--- src/hw/rtl/garm_mem.sv ---
// Guest address region map: single-port-write, single-port-read table memory.
// Synchronous write, registered read.
// No dependencies.
module garm_mem #(
    parameter int DEPTH = 16,
    parameter int WIDTH = 192,
    parameter int AW    = (DEPTH > 1) ? $clog2(DEPTH) : 1
) (
    input  logic             clk,
    input  logic             wr_en,
    input  logic [AW-1:0]    wr_addr,
    input  logic [WIDTH-1:0] wr_data,
    input  logic             rd_en,
    input  logic [AW-1:0]    rd_addr,
    output logic [WIDTH-1:0] rd_data
);

    logic [WIDTH-1:0] mem_reg [DEPTH];
    logic [WIDTH-1:0] rd_data_reg;

    always_ff @(posedge clk)
    begin
        if (wr_en)
        begin
            mem_reg[wr_addr] <= wr_data;
        end
        if (rd_en)
        begin
            rd_data_reg <= mem_reg[rd_addr];
        end
    end

    assign rd_data = rd_data_reg;

endmodule

--- config.mk ---
export PLATFORM = sky130hd
export DESIGN_NAME = garm_mem
export DESIGN_NICKNAME = d
export VERILOG_FILES = /design/src/hw/rtl/garm_mem.sv
export SDC_FILE = /design/constraint.sdc
export NUM_CORES = 2
export LEC_CHECK = 0
export BUFFER_PORTS_ARGS = -buffer_cell sky130_fd_sc_hd__buf_4
export CORE_MARGIN = 4
export CORE_UTILIZATION = 52
export CTS_BUF_LIST = sky130_fd_sc_hd__clkbuf_2 sky130_fd_sc_hd__clkbuf_4 sky130_fd_sc_hd__clkbuf_8
export DETAILED_ROUTE_END_ITERATION = 6
export GPL_ROUTABILITY_DRIVEN = 1
export PLACE_DENSITY = 0.69
export SYNTH_ARGS = -nofsm -noshare
export SYNTH_HDL_FRONTEND = slang
export SYNTH_SLANG_ARGS = --single-unit
--- constraint.sdc ---
create_clock -name clk -period 27.7 [get_ports clk]
set_input_delay 1.385 -clock clk [delete_from_list [all_inputs] [get_ports clk]]
set_output_delay 1.385 -clock clk [all_outputs]
set_load 0.005 [all_outputs]
==> metrics.csv <==
stage;metric;value;unit
sta;slew margin rel.;0.221;
die;Initial Utilization;0.524;
synth;share of flip-flops with an asynchronous set or reset;0;
synth;xor/xnor share of the synthesized area;0;
clocking;CTS H-tree lvls;6;
sta;Clock Skew;0.0774;ns
synth;mux contribution to synthesized area;0.144;
synth;synthesis-stage register bit count;3264;
place;post-DP HPWL;143;mm
sta;post-route setup TNS;0;ns
routing;Vias;56902;
synth;synth unique cells;24;
place;port bufs;394;
layout;register area;0.0980;mm^2
hold_path;Hold/Removal Path Class;primary input to flip-flop;
worst_setup_path;CP Buf/Inv Count;4;
layout;Syn-to-layout area delta;13.9;%
synth;Post-synth top cells;3,264 x edfxtp_1, 717 x mux4_2, 329 x a22oi_1, 167 x nand2_1, 121 x mux2i_1;
sta;Final Max Slew Viols;0;
global_routing;vias in the first global route;58930;
worst_setup_path;CP arrival;5.58;ns
synth;largest cells by area after synthesis;edfxtp_1 81%, mux4_2 13%, a22oi_1 2.0%;
synth;area share of and/or/nand/nor cells after synthesis;0.00716;
routing;Iter 0 DRT Violations;6123;
routing;remaining design rule violation count;0;
worst_setup_path;CP required;28.42;ns
worst_setup_path;crit-path max FO;120;
worst_setup_path;R2R setup slack;26.03;ns
routing;Avg WL per Cell;30.7;um
sta;Min Clock Period, post-route;4.85;ns
power;PwrDens;73.2;mW/mm^2
synth;Mapped Cells;5024;
worst_setup_path;Crit. End Element;flip-flop;
clocking;# resized after CTS;0;
layout;share of cells above drive strength 1;0.335;
clocking;TritonCTS clock tree;built;
layout;FILL cells;15966;
synth;Mapped Nets;5227;
global_routing;first-pass GRT wire length;410;mm
worst_setup_path;slowest CP cell;buf_4;
layout;area of the multi-input gates;0.0216;mm^2
clocking;clk buf depth;4;
die;io pins;395;
global_routing;met3 global-route usage;0.0564;
power;Leakage;44.4;nW
clocking;clock root buffer;clkbuf_8;
job;total of max-cap violations;0;
routing;drt via density;6.16;
routing;final WL;284;mm
layout;post-route cell area;0.138;mm^2
synth;main combinational cell family by area after synthesis;multiplexers;
die;Die Y;490;um
sta;Max Fclk;0.206;GHz
worst_setup_path;CP top delay family;buffers and inverters;
clocking;CTS Sinks;3264;
place;placed insts;8297;
global_routing;all-layer global routing usage;0.238;
synth;sequential-to-total area share from yosys stat;0.812;
global_routing;GR Util met2;0.378;
layout;max reg flops;3072;
place;routability cong.;0.726;
die;Chip Width;490;um
die;row count;176;
routing;drt first pass iters;5;
layout;post-route insts no fill;9242;
synth;Post-Synthesis Cell Area;0.121;mm^2
global_routing;grt met1 use;0.335;
global_routing;largest net degree at the start of global routing;121;
synth;synthesized-area fraction occupied by adder cells;0;
worst_setup_path;CP cell instances;buf_12 -> buf_4 -> buf_4 -> buf_12 -> mux4_2 -> a211oi_1 -> a21oi_1;
die;Die ar.;0.240;mm^2
synth;Yosys Warn Count;0;
synth;largest area contributor in the netlist;edfxtp_1;
global_routing;gr ovfl total;0;
worst_setup_path;Crit Path Class;primary input to flip-flop;
synth;cell with the most instances after synthesis;edfxtp_1;
clocking;setup bufs post-CTS;0;
clocking;hold buffers post-CTS;0;
sta;crit share post-route;0.175;
sta;RSZ-0062 raised after global routing;false;
outcome;status;finished, final reports clean;
place;DP Area;0.127;mm^2
global_routing;Top Usage Layer GRT;met2;
worst_setup_path;slowest stage delay, CP;0.80;ns
power;worst vdd rail ir drop;0.0505;mV
sta;Slew @ Worst Pin;1.17;ns
worst_setup_path;critical path startpoint category;primary input;
synth;Synth Area in Compound Gates;0.0265;
synth;Synth top area share;0.812;
clocking;CTS clk-pin slew, worst paths;0.06;ns
sta;worst hold slack;0.590;ns
routing;ANT nets after route;0;
global_routing;initial antenna violation count;44;
clocking;Num CTS Buffers;541;
sta;Final Setup Violations;0;
die;Core Region;0.231;mm^2
synth;Most used DFF post-synth;edfxtp_1;
clocking;worst skew pair latency;1.08;ns
synth;Avg Inst Size Synth;24.0;um^2
synth;EDFF count, synth;3264;
layout;Final nets;6017;
sta;final hold vios;0;
-- worst reg2reg max path, delay by kind of cell (launching register included) --
| kind | cells | cell delay [ns] |
|---|---|---|
| flip-flops | 1 | 0.36 |
| AO/OA/AOI/OAI | 2 | 0.50 |
| multiplexers | 1 | 0.47 |
-- per-stage QoR --
stage | setup slack (ns) | utilization | total power, mW
finish | 22.85 | 0.596 | 10.1
floorplan | 11.89 | - | 5.98
global route | 22.50 | 0.596 | 10.4
CTS | 22.84 | 0.596 | 10.2
global placement | 21.74 | 0.553 | 6.19
detailed placement | 21.69 | 0.553 | 6.21
-- report_power, final --
part / total [mW] / switching, mW / internal (mW)
sequential: 5.61 / 0.0403 / 5.57
clock: 3.97 / 1.82 / 2.15
combinational: 0.487 / 0.284 / 0.203
-- metal layers --
layer,up-vias,part of all wire
met1,30579,0.40
met4,22,0.022
met2,2550,0.49
li1,23307,-
met3,444,0.087
met5,-,0.00052
-- cell usage in the layout (no fill, tap or decap), types with 36 or more instances in the layout --
cell type / instances
edfxtp_1: 3264
mux4_2: 717
clkbuf_8: 557
buf_4: 499
a22oi_1: 329
clkbuf_4: 187
nand2_1: 166
mux2i_1: 121
clkinv_1: 103
clkinv_2: 36
-- logic make-up after synthesis --
kind of cell / Yosys count
AND/OR/NAND/NOR: 212
buffers and inverters: 268
AO/OA/AOI/OAI: 442
flip-flops: 3264
multiplexers: 838
-- path summary, 6_finish.rpt --
check | start | end | cells past startpoint
hold reg to reg | mem_reg[4][130] | rd_data[130] | 3
setup reg to reg | mem_reg[3][28] | rd_data[28] | 3
hold / removal | wr_data[19] | mem_reg[12][19] | 1
setup / recovery | rd_addr[0] | rd_data[89] | 7
-- final cells by class --
| type | instances | area share |
|---|---|---|
| Timing Repair Buffer | 514 | 0.0293 |
| Clock buffer | 744 | 0.0660 |
| Sequential cell | 3264 | 0.713 |
| Inverter | 1 | 0.0000273 |
| Tap cell | 3026 | 0.0275 |
| Clock inverter | 173 | 0.00681 |
| Multi-Input combinational cell | 1492 | 0.157 |
| Antenna cell | 28 | 0.000510 |
No activity file was read; power rests on OpenSTA's default activity.
