==> config.mk <==
export PLATFORM = sky130hd
export DESIGN_NAME = garm_ctrl
export DESIGN_NICKNAME = d
export VERILOG_FILES = /design/src/hw/rtl/garm_pkg.sv /design/src/hw/rtl/garm_ctrl.sv
export SDC_FILE = /design/constraint.sdc
export NUM_CORES = 2
export LEC_CHECK = 0
export ABC_AREA = 1
export BUFFER_PORTS_ARGS = -buffer_cell sky130_fd_sc_hd__buf_4
export CAP_MARGIN = 20
export CORE_AREA = 4 4 463 465
export CTS_BUF_LIST = sky130_fd_sc_hd__clkbuf_4 sky130_fd_sc_hd__clkbuf_8 sky130_fd_sc_hd__clkbuf_16
export CTS_CLUSTER_SIZE = 40
export DETAILED_ROUTE_END_ITERATION = 10
export DIE_AREA = 0 0 467 469
export REMOVE_ABC_BUFFERS = 1
export SLEW_MARGIN = 20
export SYNTH_ARGS = -nofsm -noshare
export SYNTH_HDL_FRONTEND = slang
export SYNTH_SLANG_ARGS = --single-unit
==> constraint.sdc <==
create_clock -name clk -period 9.5 [get_ports clk]
set_clock_uncertainty 0.05 [all_clocks]
set_input_delay 0.95 -clock clk [delete_from_list [all_inputs] [get_ports clk]]
set_output_delay 0.95 -clock clk [all_outputs]
set_load 0.01 [all_outputs]
==> src/hw/rtl/garm_pkg.sv <==
// Guest address region map: shared types and codes.
// Command, status and state encodings, table entry layouts and the result record.
// No dependencies.
package garm_pkg;

    typedef enum logic [2:0] {
        CMD_ADD_AREA  = 3'd0,
        CMD_ADD_DEV   = 3'd1,
        CMD_TRANSLATE = 3'd2,
        CMD_FIND_DEV  = 3'd3,
        CMD_READ_DEV  = 3'd4
    } cmd_code_t;

    typedef enum logic [2:0] {
        ST_OK        = 3'd0,
        ST_BAD_RANGE = 3'd1,
        ST_FULL      = 3'd2,
        ST_OVL_AREA  = 3'd3,
        ST_OVL_DEV   = 3'd4,
        ST_NULL_HOST = 3'd5,
        ST_NOT_FOUND = 3'd6
    } status_t;

    typedef enum logic [2:0] {
        S_IDLE,
        S_CHECK,
        S_SCAN,
        S_DRAIN,
        S_FINISH
    } state_t;

    typedef struct packed {
        logic [63:0] host;
        logic [63:0] size;
        logic [63:0] start;
    } area_ent_t;

    typedef struct packed {
        logic [31:0] tag;
        logic [63:0] size;
        logic [63:0] start;
    } win_ent_t;

    typedef struct packed {
        logic [2:0]  cmd;
        logic [63:0] address;
        logic [63:0] span;
        logic [63:0] host_base;
        logic [31:0] dev_tag;
        logic [3:0]  entry_index;
    } cmd_t;

    typedef struct packed {
        status_t     status;
        logic [63:0] result_address;
        logic [31:0] found_tag;
        logic [63:0] entry_base;
        logic [63:0] entry_span;
        logic [4:0]  areas_used;
        logic [4:0]  devices_used;
    } result_t;

endpackage

==> src/hw/rtl/garm_ctrl.sv <==
// Guest address region map: command sequencer.
// Scans both region memories for overlap or containment, or reads a window entry; one result per command.
// Depends on garm_pkg; drives two garm_mem instances.
module garm_ctrl
    import garm_pkg::*;
#(
    parameter int AREA_ENTRIES   = 16,
    parameter int WINDOW_ENTRIES = 16,
    parameter int AAW            = (AREA_ENTRIES > 1) ? $clog2(AREA_ENTRIES) : 1,
    parameter int WAW            = (WINDOW_ENTRIES > 1) ? $clog2(WINDOW_ENTRIES) : 1
) (
    input  logic           clk,
    input  logic           rst_n,
    input  logic           in_valid,
    output logic           in_ready,
    input  cmd_t           in_cmd,
    output logic           res_valid,
    input  logic           res_ready,
    output result_t        res,
    output logic           area_wr_en,
    output logic [AAW-1:0] area_wr_addr,
    output area_ent_t      area_wr_data,
    output logic           area_rd_en,
    output logic [AAW-1:0] area_rd_addr,
    input  area_ent_t      area_rd_data,
    output logic           win_wr_en,
    output logic [WAW-1:0] win_wr_addr,
    output win_ent_t       win_wr_data,
    output logic           win_rd_en,
    output logic [WAW-1:0] win_rd_addr,
    input  win_ent_t       win_rd_data
);

    localparam int ACW  = $clog2(AREA_ENTRIES + 1);
    localparam int WCW  = $clog2(WINDOW_ENTRIES + 1);
    localparam int MAXN = (AREA_ENTRIES > WINDOW_ENTRIES) ? AREA_ENTRIES : WINDOW_ENTRIES;
    localparam int CW   = $clog2(MAXN + 1);
    localparam int IXW  = (WCW > 4) ? WCW : 4;
    localparam int XW   = (WAW > 4) ? WAW : 4;
    localparam int AXW  = (ACW > 5) ? ACW : 5;
    localparam int DXW  = (WCW > 5) ? WCW : 5;

    state_t         state_reg, state_next;
    cmd_t           cmd_reg, cmd_next;
    logic [63:0]    end_reg, end_next;
    logic [CW-1:0]  k_reg, k_next;
    logic [CW-1:0]  limit_reg, limit_next;
    logic           rd_v_reg, rd_v_next;
    logic [CW-1:0]  rd_k_reg, rd_k_next;
    logic           flag_a_reg, flag_a_next;
    logic           flag_w_reg, flag_w_next;
    logic           hit_reg, hit_next;
    logic           skip_reg, skip_next;
    status_t        pre_status_reg, pre_status_next;
    logic [63:0]    cap_start_reg, cap_start_next;
    logic [63:0]    cap_size_reg, cap_size_next;
    logic [63:0]    cap_host_reg, cap_host_next;
    logic [31:0]    cap_tag_reg, cap_tag_next;
    logic [ACW-1:0] area_total_reg, area_total_next;
    logic [WCW-1:0] window_total_reg, window_total_next;

    logic           rng_ok, area_full, win_full, idx_ok, last_issue;
    logic [CW-1:0]  a_cnt, w_cnt;
    logic           chk_skip;
    status_t        chk_status;
    logic [CW-1:0]  chk_limit;
    logic [63:0]    a_end, w_end;
    logic           a_valid, w_valid, a_ovl, w_ovl, a_hold, w_hold;
    status_t        fin_status;
    logic           fin_ok, area_inc, win_inc, handover;
    logic [XW-1:0]  idx_ext;
    logic [AXW-1:0] areas_ext;
    logic [DXW-1:0] devs_ext;

    // checks on the held command
    assign rng_ok     = (cmd_reg.span != 64'd0) && (cmd_reg.address <= ~cmd_reg.span);
    assign area_full  = area_total_reg == ACW'(AREA_ENTRIES);
    assign win_full   = window_total_reg == WCW'(WINDOW_ENTRIES);
    assign idx_ok     = IXW'(cmd_reg.entry_index) < IXW'(window_total_reg);
    assign a_cnt      = CW'(area_total_reg);
    assign w_cnt      = CW'(window_total_reg);
    assign last_issue = CW'(k_reg + 1'b1) == limit_reg;
    assign idx_ext    = XW'(cmd_reg.entry_index);

    always_comb
    begin
        chk_skip   = 1'b0;
        chk_status = ST_NOT_FOUND;
        chk_limit  = '0;
        case (cmd_reg.cmd)
            CMD_ADD_AREA, CMD_ADD_DEV:
            begin
                chk_limit = (a_cnt > w_cnt) ? a_cnt : w_cnt;
                if (!rng_ok)
                begin
                    chk_skip   = 1'b1;
                    chk_status = ST_BAD_RANGE;
                end
                else if ((cmd_reg.cmd == CMD_ADD_AREA) ? area_full : win_full)
                begin
                    chk_skip   = 1'b1;
                    chk_status = ST_FULL;
                end
            end
            CMD_TRANSLATE:
            begin
                chk_limit = a_cnt;
                if (!rng_ok)
                begin
                    chk_skip   = 1'b1;
                    chk_status = ST_BAD_RANGE;
                end
            end
            CMD_FIND_DEV:
            begin
                chk_limit = w_cnt;
                if (!rng_ok)
                begin
                    chk_skip   = 1'b1;
                    chk_status = ST_BAD_RANGE;
                end
            end
            CMD_READ_DEV:
            begin
                chk_limit = CW'(1);
            end
            default:
            begin
                chk_skip = 1'b1;
            end
        endcase
    end

    // compare stage on the registered memory data
    assign a_end   = area_rd_data.start + area_rd_data.size;
    assign w_end   = win_rd_data.start + win_rd_data.size;
    assign a_valid = rd_v_reg && (rd_k_reg < a_cnt);
    assign w_valid = rd_v_reg && (rd_k_reg < w_cnt);
    assign a_ovl   = a_valid && (cmd_reg.address < a_end) && (area_rd_data.start < end_reg);
    assign w_ovl   = w_valid && (cmd_reg.address < w_end) && (win_rd_data.start < end_reg);
    assign a_hold  = a_valid && (area_rd_data.start <= cmd_reg.address) && (end_reg <= a_end);
    assign w_hold  = w_valid && (win_rd_data.start <= cmd_reg.address) && (end_reg <= w_end);

    always_comb
    begin
        fin_status = ST_NOT_FOUND;
        if (skip_reg)
        begin
            fin_status = pre_status_reg;
        end
        else
        begin
            case (cmd_reg.cmd)
                CMD_ADD_AREA:
                begin
                    if (flag_a_reg)
                        fin_status = ST_OVL_AREA;
                    else if (flag_w_reg)
                        fin_status = ST_OVL_DEV;
                    else if (cmd_reg.host_base == 64'd0)
                        fin_status = ST_NULL_HOST;
                    else
                        fin_status = ST_OK;
                end
                CMD_ADD_DEV:
                begin
                    if (flag_a_reg)
                        fin_status = ST_OVL_AREA;
                    else if (flag_w_reg)
                        fin_status = ST_OVL_DEV;
                    else
                        fin_status = ST_OK;
                end
                CMD_TRANSLATE, CMD_FIND_DEV, CMD_READ_DEV:
                begin
                    fin_status = hit_reg ? ST_OK : ST_NOT_FOUND;
                end
                default:
                begin
                    fin_status = ST_NOT_FOUND;
                end
            endcase
        end
    end

    assign fin_ok   = fin_status == ST_OK;
    assign area_inc = fin_ok && (cmd_reg.cmd == CMD_ADD_AREA);
    assign win_inc  = fin_ok && (cmd_reg.cmd == CMD_ADD_DEV);
    assign handover = (state_reg == S_FINISH) && res_ready;

    // next state
    always_comb
    begin
        state_next = state_reg;
        case (state_reg)
            S_IDLE:
            begin
                if (in_valid)
                    state_next = S_CHECK;
            end
            S_CHECK:
            begin
                if (chk_skip || (chk_limit == '0))
                    state_next = S_FINISH;
                else
                    state_next = S_SCAN;
            end
            S_SCAN:
            begin
                if (last_issue)
                    state_next = S_DRAIN;
            end
            S_DRAIN:
            begin
                state_next = S_FINISH;
            end
            S_FINISH:
            begin
                if (res_ready)
                    state_next = S_IDLE;
            end
            default:
            begin
                state_next = S_IDLE;
            end
        endcase
    end

    // outputs
    always_comb
    begin
        in_ready     = state_reg == S_IDLE;
        res_valid    = state_reg == S_FINISH;
        area_rd_en   = state_reg == S_SCAN;
        win_rd_en    = state_reg == S_SCAN;
        area_rd_addr = k_reg[AAW-1:0];
        win_rd_addr  = (cmd_reg.cmd == CMD_READ_DEV) ? idx_ext[WAW-1:0] : k_reg[WAW-1:0];
        area_wr_en   = handover && area_inc;
        win_wr_en    = handover && win_inc;
        area_wr_addr = area_total_reg[AAW-1:0];
        win_wr_addr  = window_total_reg[WAW-1:0];
        area_wr_data = '{host: cmd_reg.host_base, size: cmd_reg.span, start: cmd_reg.address};
        win_wr_data  = '{tag: cmd_reg.dev_tag, size: cmd_reg.span, start: cmd_reg.address};

        areas_ext = AXW'(area_total_reg + ACW'(area_inc));
        devs_ext  = DXW'(window_total_reg + WCW'(win_inc));

        res.status         = fin_status;
        res.result_address = 64'd0;
        res.found_tag      = 32'd0;
        res.entry_base     = 64'd0;
        res.entry_span     = 64'd0;
        res.areas_used     = areas_ext[4:0];
        res.devices_used   = devs_ext[4:0];
        if (fin_ok)
        begin
            case (cmd_reg.cmd)
                CMD_ADD_AREA:
                    res.result_address = cmd_reg.host_base;
                CMD_TRANSLATE:
                    res.result_address = cap_host_reg + (cmd_reg.address - cap_start_reg);
                CMD_FIND_DEV:
                begin
                    res.result_address = cmd_reg.address - cap_start_reg;
                    res.found_tag      = cap_tag_reg;
                    res.entry_base     = cap_start_reg;
                    res.entry_span     = cap_size_reg;
                end
                CMD_READ_DEV:
                begin
                    res.found_tag  = cap_tag_reg;
                    res.entry_base = cap_start_reg;
                    res.entry_span = cap_size_reg;
                end
                default:
                    res.result_address = 64'd0;
            endcase
        end
    end

    // datapath
    always_comb
    begin
        cmd_next          = cmd_reg;
        end_next          = end_reg;
        k_next            = k_reg;
        limit_next        = limit_reg;
        rd_v_next         = state_reg == S_SCAN;
        rd_k_next         = k_reg;
        flag_a_next       = flag_a_reg;
        flag_w_next       = flag_w_reg;
        hit_next          = hit_reg;
        skip_next         = skip_reg;
        pre_status_next   = pre_status_reg;
        cap_start_next    = cap_start_reg;
        cap_size_next     = cap_size_reg;
        cap_host_next     = cap_host_reg;
        cap_tag_next      = cap_tag_reg;
        area_total_next   = area_total_reg;
        window_total_next = window_total_reg;

        if ((state_reg == S_IDLE) && in_valid)
        begin
            cmd_next    = in_cmd;
            k_next      = '0;
            flag_a_next = 1'b0;
            flag_w_next = 1'b0;
            hit_next    = 1'b0;
        end

        if (state_reg == S_CHECK)
        begin
            end_next        = cmd_reg.address + cmd_reg.span;
            skip_next       = chk_skip;
            pre_status_next = chk_status;
            limit_next      = chk_limit;
        end

        if (state_reg == S_SCAN)
        begin
            k_next = CW'(k_reg + 1'b1);
        end

        if (rd_v_reg)
        begin
            case (cmd_reg.cmd)
                CMD_ADD_AREA, CMD_ADD_DEV:
                begin
                    flag_a_next = flag_a_reg || a_ovl;
                    flag_w_next = flag_w_reg || w_ovl;
                end
                CMD_TRANSLATE:
                begin
                    if (!hit_reg && a_hold)
                    begin
                        hit_next       = 1'b1;
                        cap_start_next = area_rd_data.start;
                        cap_host_next  = area_rd_data.host;
                    end
                end
                CMD_FIND_DEV:
                begin
                    if (!hit_reg && w_hold)
                    begin
                        hit_next       = 1'b1;
                        cap_start_next = win_rd_data.start;
                        cap_size_next  = win_rd_data.size;
                        cap_tag_next   = win_rd_data.tag;
                    end
                end
                CMD_READ_DEV:
                begin
                    hit_next       = idx_ok;
                    cap_start_next = win_rd_data.start;
                    cap_size_next  = win_rd_data.size;
                    cap_tag_next   = win_rd_data.tag;
                end
                default:
                begin
                    hit_next = hit_reg;
                end
            endcase
        end

        if (handover)
        begin
            area_total_next   = area_total_reg + ACW'(area_inc);
            window_total_next = window_total_reg + WCW'(win_inc);
        end
    end

    always_ff @(posedge clk or negedge rst_n)
    begin
        if (!rst_n)
        begin
            state_reg        <= S_IDLE;
            k_reg            <= '0;
            limit_reg        <= '0;
            rd_v_reg         <= 1'b0;
            flag_a_reg       <= 1'b0;
            flag_w_reg       <= 1'b0;
            hit_reg          <= 1'b0;
            skip_reg         <= 1'b0;
            area_total_reg   <= '0;
            window_total_reg <= '0;
        end
        else
        begin
            state_reg        <= state_next;
            k_reg            <= k_next;
            limit_reg        <= limit_next;
            rd_v_reg         <= rd_v_next;
            flag_a_reg       <= flag_a_next;
            flag_w_reg       <= flag_w_next;
            hit_reg          <= hit_next;
            skip_reg         <= skip_next;
            area_total_reg   <= area_total_next;
            window_total_reg <= window_total_next;
        end
    end

    always_ff @(posedge clk)
    begin
        cmd_reg        <= cmd_next;
        end_reg        <= end_next;
        rd_k_reg       <= rd_k_next;
        pre_status_reg <= pre_status_next;
        cap_start_reg  <= cap_start_next;
        cap_size_reg   <= cap_size_next;
        cap_host_reg   <= cap_host_next;
        cap_tag_reg    <= cap_tag_next;
    end

    a_area_cap: assert property (@(posedge clk) disable iff (!rst_n)
        area_total_reg <= ACW'(AREA_ENTRIES))
        else $error("area count above table depth");

    a_win_cap: assert property (@(posedge clk) disable iff (!rst_n)
        window_total_reg <= WCW'(WINDOW_ENTRIES))
        else $error("window count above table depth");

    a_counts_hold: assert property (@(posedge clk) disable iff (!rst_n)
        !(res_valid && res_ready) |=> $stable(area_total_reg) && $stable(window_total_reg))
        else $error("table count moved without a result transfer");

    a_scan_bound: assert property (@(posedge clk) disable iff (!rst_n)
        (state_reg == S_SCAN) |-> (k_reg < limit_reg))
        else $error("scan index past scan limit");

endmodule
==> results_dict.tcl <==
set metrics [dict create \
    cp_common_cell "nand2_1" \
    drv_slew 0 \
    clock_path_buffers 3 \
    cp.arrival_ns 7.14 \
    grt_pass1_vias 53380 \
    cts-root-buf "clkbuf_16" \
    dp_hpwl_mm 261.4 \
    p_int_mw 8.100 \
    setup_viol 0 \
    routed_wirelength_mm 303.9 \
    numCtsBuffers 76 \
    power.total_mw 15.80 \
    final_util_pct 32.23 \
    worst_pin_slew_ns 1.135 \
    rsz0062_at_grt "no" \
    ir_worst_vdd_v 0.0001848 \
    crit_type "flip-flop to output pin" \
    yosys-mux-area-fraction_pct 0 \
    avgViaCountPerCell 5.050 \
    hold_violations 0 \
    clock_latency_ns 0.72 \
    syn_to_final_growth_pct 23.75 \
    fin_crit_sh_pct 85.65 \
    critPathMaxFanout 6 \
    grt_usage_pct 26.48 \
    fin_area_um2 67550 \
    netSwitchingFraction_pct 48.74 \
    ys_seq_area_share_pct 30.18 \
    gp_congestion 1.008 \
    cts_tree "built" \
    io_buffers 1197 \
    antenna_found_initial 131 \
    synth_area_um2 54580 \
    crit_required_ns 8.50 \
    outcome "finished clean" \
    die_x_um 467 \
    drt_iter0_markers 4144 \
    max_clock_freq_mhz 122.9 \
    syn_avg_cell_area_um2 7.972 \
    synth_top_family_by_area "adder cells" \
    num_rows 168 \
    syn_inst 6847 \
    die_h_um 469 \
    cp_slowest_cell "edfxtp_1" \
    yosys_warnings 0 \
    via_count 54000 \
    yosysUniqueCellTypes 72 \
    switching_power_mw 7.701 \
    dpl_cell_area_um2 64800 \
    pwr-share-seq_pct 25.0 \
    drt_first_pass_iters 6 \
    comb_power_share_pct 55.9 \
    synthArstFlopShare_pct 5.045 \
    ys_seq_elements 555 \
    p_leak_nw 31.27 \
    grt_overflow 0 \
    dieArea_um2 219000 \
    synth-compound-area-share_pct 16.34 \
    grt_pass1_wl_mm 405.7 \
    drive_above_1_share_pct 20.05 \
    h-tree-depth 3 \
    drt_drc_violations_left 0 \
    ant_nets 0 \
    clkTransAtPathRegs_ns 0.06 \
    core_area_um2 209600 \
    nNetsFinal 9195 \
    endpoint_kind "output pin" \
    clock-sinks 555 \
    start_util_pct 26.05 \
    slew_headroom_pct 23.54 \
    period_needed_ns 8.137 \
    start_kind "flip-flop" \
    yosys.area_share.adder_pct 19.48 \
    cts_resized 0 \
    cpPeakStageDelay_ns 0.48 \
    pin_count 1198 \
    clock_power_share_pct 19.0 \
    synth-simple-area-share_pct 18.09 \
    wire_per_inst_um 28.42 \
    synth_xor_area_share_pct 4.316 \
    grt_max_degree 107 \
    cts.hold.buffers_added 0 \
    powerDensity_nw_per_um2 233.9 \
    largest_reg_flops 192 \
    drv_cap 0 \
    post_cts.repair.setup_buffers 0 \
    synth_flop_cell "edfxtp_1" \
    min_path_type "input port to async pin" \
    synth-edff-count 522 \
    nFillCells 22230 \
]
-- worst max-delay path, delay by kind of cell (launching register included) --
| kind | cells | cell delay, ns |
|---|---|---|
| buffers and inverters | 7 | 0.87 |
| adder cells (fa/ha/maj) | 3 | 1.07 |
| AND/OR/NAND/NOR | 16 | 2.30 |
| flip-flops | 1 | 0.48 |
| AO/OA/AOI/OAI | 11 | 1.65 |
-- cell usage in the layout (no fill, tap or decap), types with 14 or more instances in the layout --
master     netlist  routed
nand2_1       1276    1275
buf_4          365    1273
inv_1          852     850
ha_1           842     842
a21oi_1        690     689
nor2_1         605     603
edfxtp_1       522     522
o21ai_0        262     261
nand3_1        160     160
xor2_1         146     146
nor3_1         146     141
xnor2_1        123     123
a31oi_1        121     121
nand4_1         86      86
clkbuf_16        0      76
diode_2          0      67
nor4_1          59      57
o211ai_1        45      45
a211oi_1        38      37
a21o_1          36      36
o21ai_2         35      35
a221oi_1        33      33
o21a_1          29      29
dfrtp_1         28      28
a21oi_2         27      27
o21ai_1         21      22
o221ai_1        18      18
inv_2           17      16
o21bai_1        15      15
clkbuf_4         0      14
-- power by group through the flow --
stage	combinational (mW)	clock, mW	sequential (mW)
after floorplan	5.14	0	3.89
after global placement	8.70	0	3.99
after detailed placement	8.77	0	3.99
after CTS	8.81	3.09	3.95
after global routing	9.76	3.17	3.99
final	8.84	3.00	3.96
-- final timing paths --
path / startpoint / endpoint / slack, ns / cells past startpoint
setup / recovery: area_wr_data[0] / res[229] / 1.36 / 37
hold / removal: rst_n / k_reg[2] / 0.13 / 1
setup reg to reg: cmd_reg[230] / w_cnt[4] / 3.66 / 19
hold reg to reg: k_reg[1] / rd_k_reg[1] / 0.43 / 0
max in group asynchronous: rst_n / a_cnt[4] / 8.90 / 1
min in group clk: win_rd_data[130] / cap_tag_reg[2] / 0.35 / 1
-- cells in the mapped netlist (6+ instances only) --
master     count  share of area, %
nand2_1     1276               8.8
inv_1        852               5.9
ha_1         842                19
a21oi_1      690               6.3
nor2_1       605               4.2
edfxtp_1     522                29
buf_4        365               5.0
o21ai_0      262               2.4
nand3_1      160               1.5
nor3_1       146               1.3
xor2_1       146               2.3
xnor2_1      123               2.0
a31oi_1      121               1.4
nand4_1       86              0.99
nor4_1        59              0.68
clkbuf_1      55              0.38
o211ai_1      45              0.62
a211oi_1      38              0.52
a21o_1        36              0.50
o21ai_2       35              0.56
a221oi_1      33              0.53
o21a_1        29              0.40
dfrtp_1       28               1.3
a21oi_2       27              0.43
buf_2         21              0.19
o21ai_1       21              0.19
o221ai_1      18              0.29
inv_2         17              0.12
o21bai_1      15              0.21
a21boi_2      13              0.27
or2_2         11              0.13
o31ai_1       10              0.14
a21boi_0       8              0.11
o2111ai_1      8              0.13
o221a_2        8              0.17
nand2_2        7             0.080
o22ai_1        7             0.080
a21oi_4        6              0.18
nand3b_1       6             0.083
-- per-layer routing --
metal | part of all wire [%] | GRT usage [%]
met1 | 42 | 33.37
met2 | 45 | 42.38
met3 | 6.9 | 4.998
met4 | 6.4 | 15.13
met5 | 0.076 | 0
-- cell families (layout without fill, tap and decap cells) --
kind of cell / after synthesis / after routing
buf+inv: 1312 / 2286
simple gates: 2386 / 2386
other cells: 0 / 67
flops: 555 / 555
compound gates: 1478 / 1478
fa+ha+maj: 847 / 847
xor+xnor: 269 / 269
-- layout make-up --
cell class                      count  area (um2)  area share [%]
Tap cell                         2805        3510           5.196
Timing Repair Buffer             1279        9668           14.31
Sequential cell                   555       16480           24.39
Inverter                          869        3279           4.855
Multi-Input combinational cell   4980       31880           47.19
Antenna cell                       67       167.7          0.2482
Clock inverter                     48       564.3          0.8354
Clock buffer                       90        2007           2.971
-- through the flow --
step | setup WS [ns] | setup TNS (ns) | hold slack [ns] | std cells
after floorplan | -0.5844 | -105.28 | 0.3358 | 6404
after global placement | 2.122 | 0 | 0.4062 | 10490
after detailed placement | 2.136 | 0 | 0.4120 | 10490
after CTS | 1.339 | 0 | 0.06552 | 10630
after global routing | 0.9937 | 0 | 0.1128 | 10680
final | 1.363 | 0 | 0.1331 | 10690
Note: power is estimated with default switching activity, not from simulation.
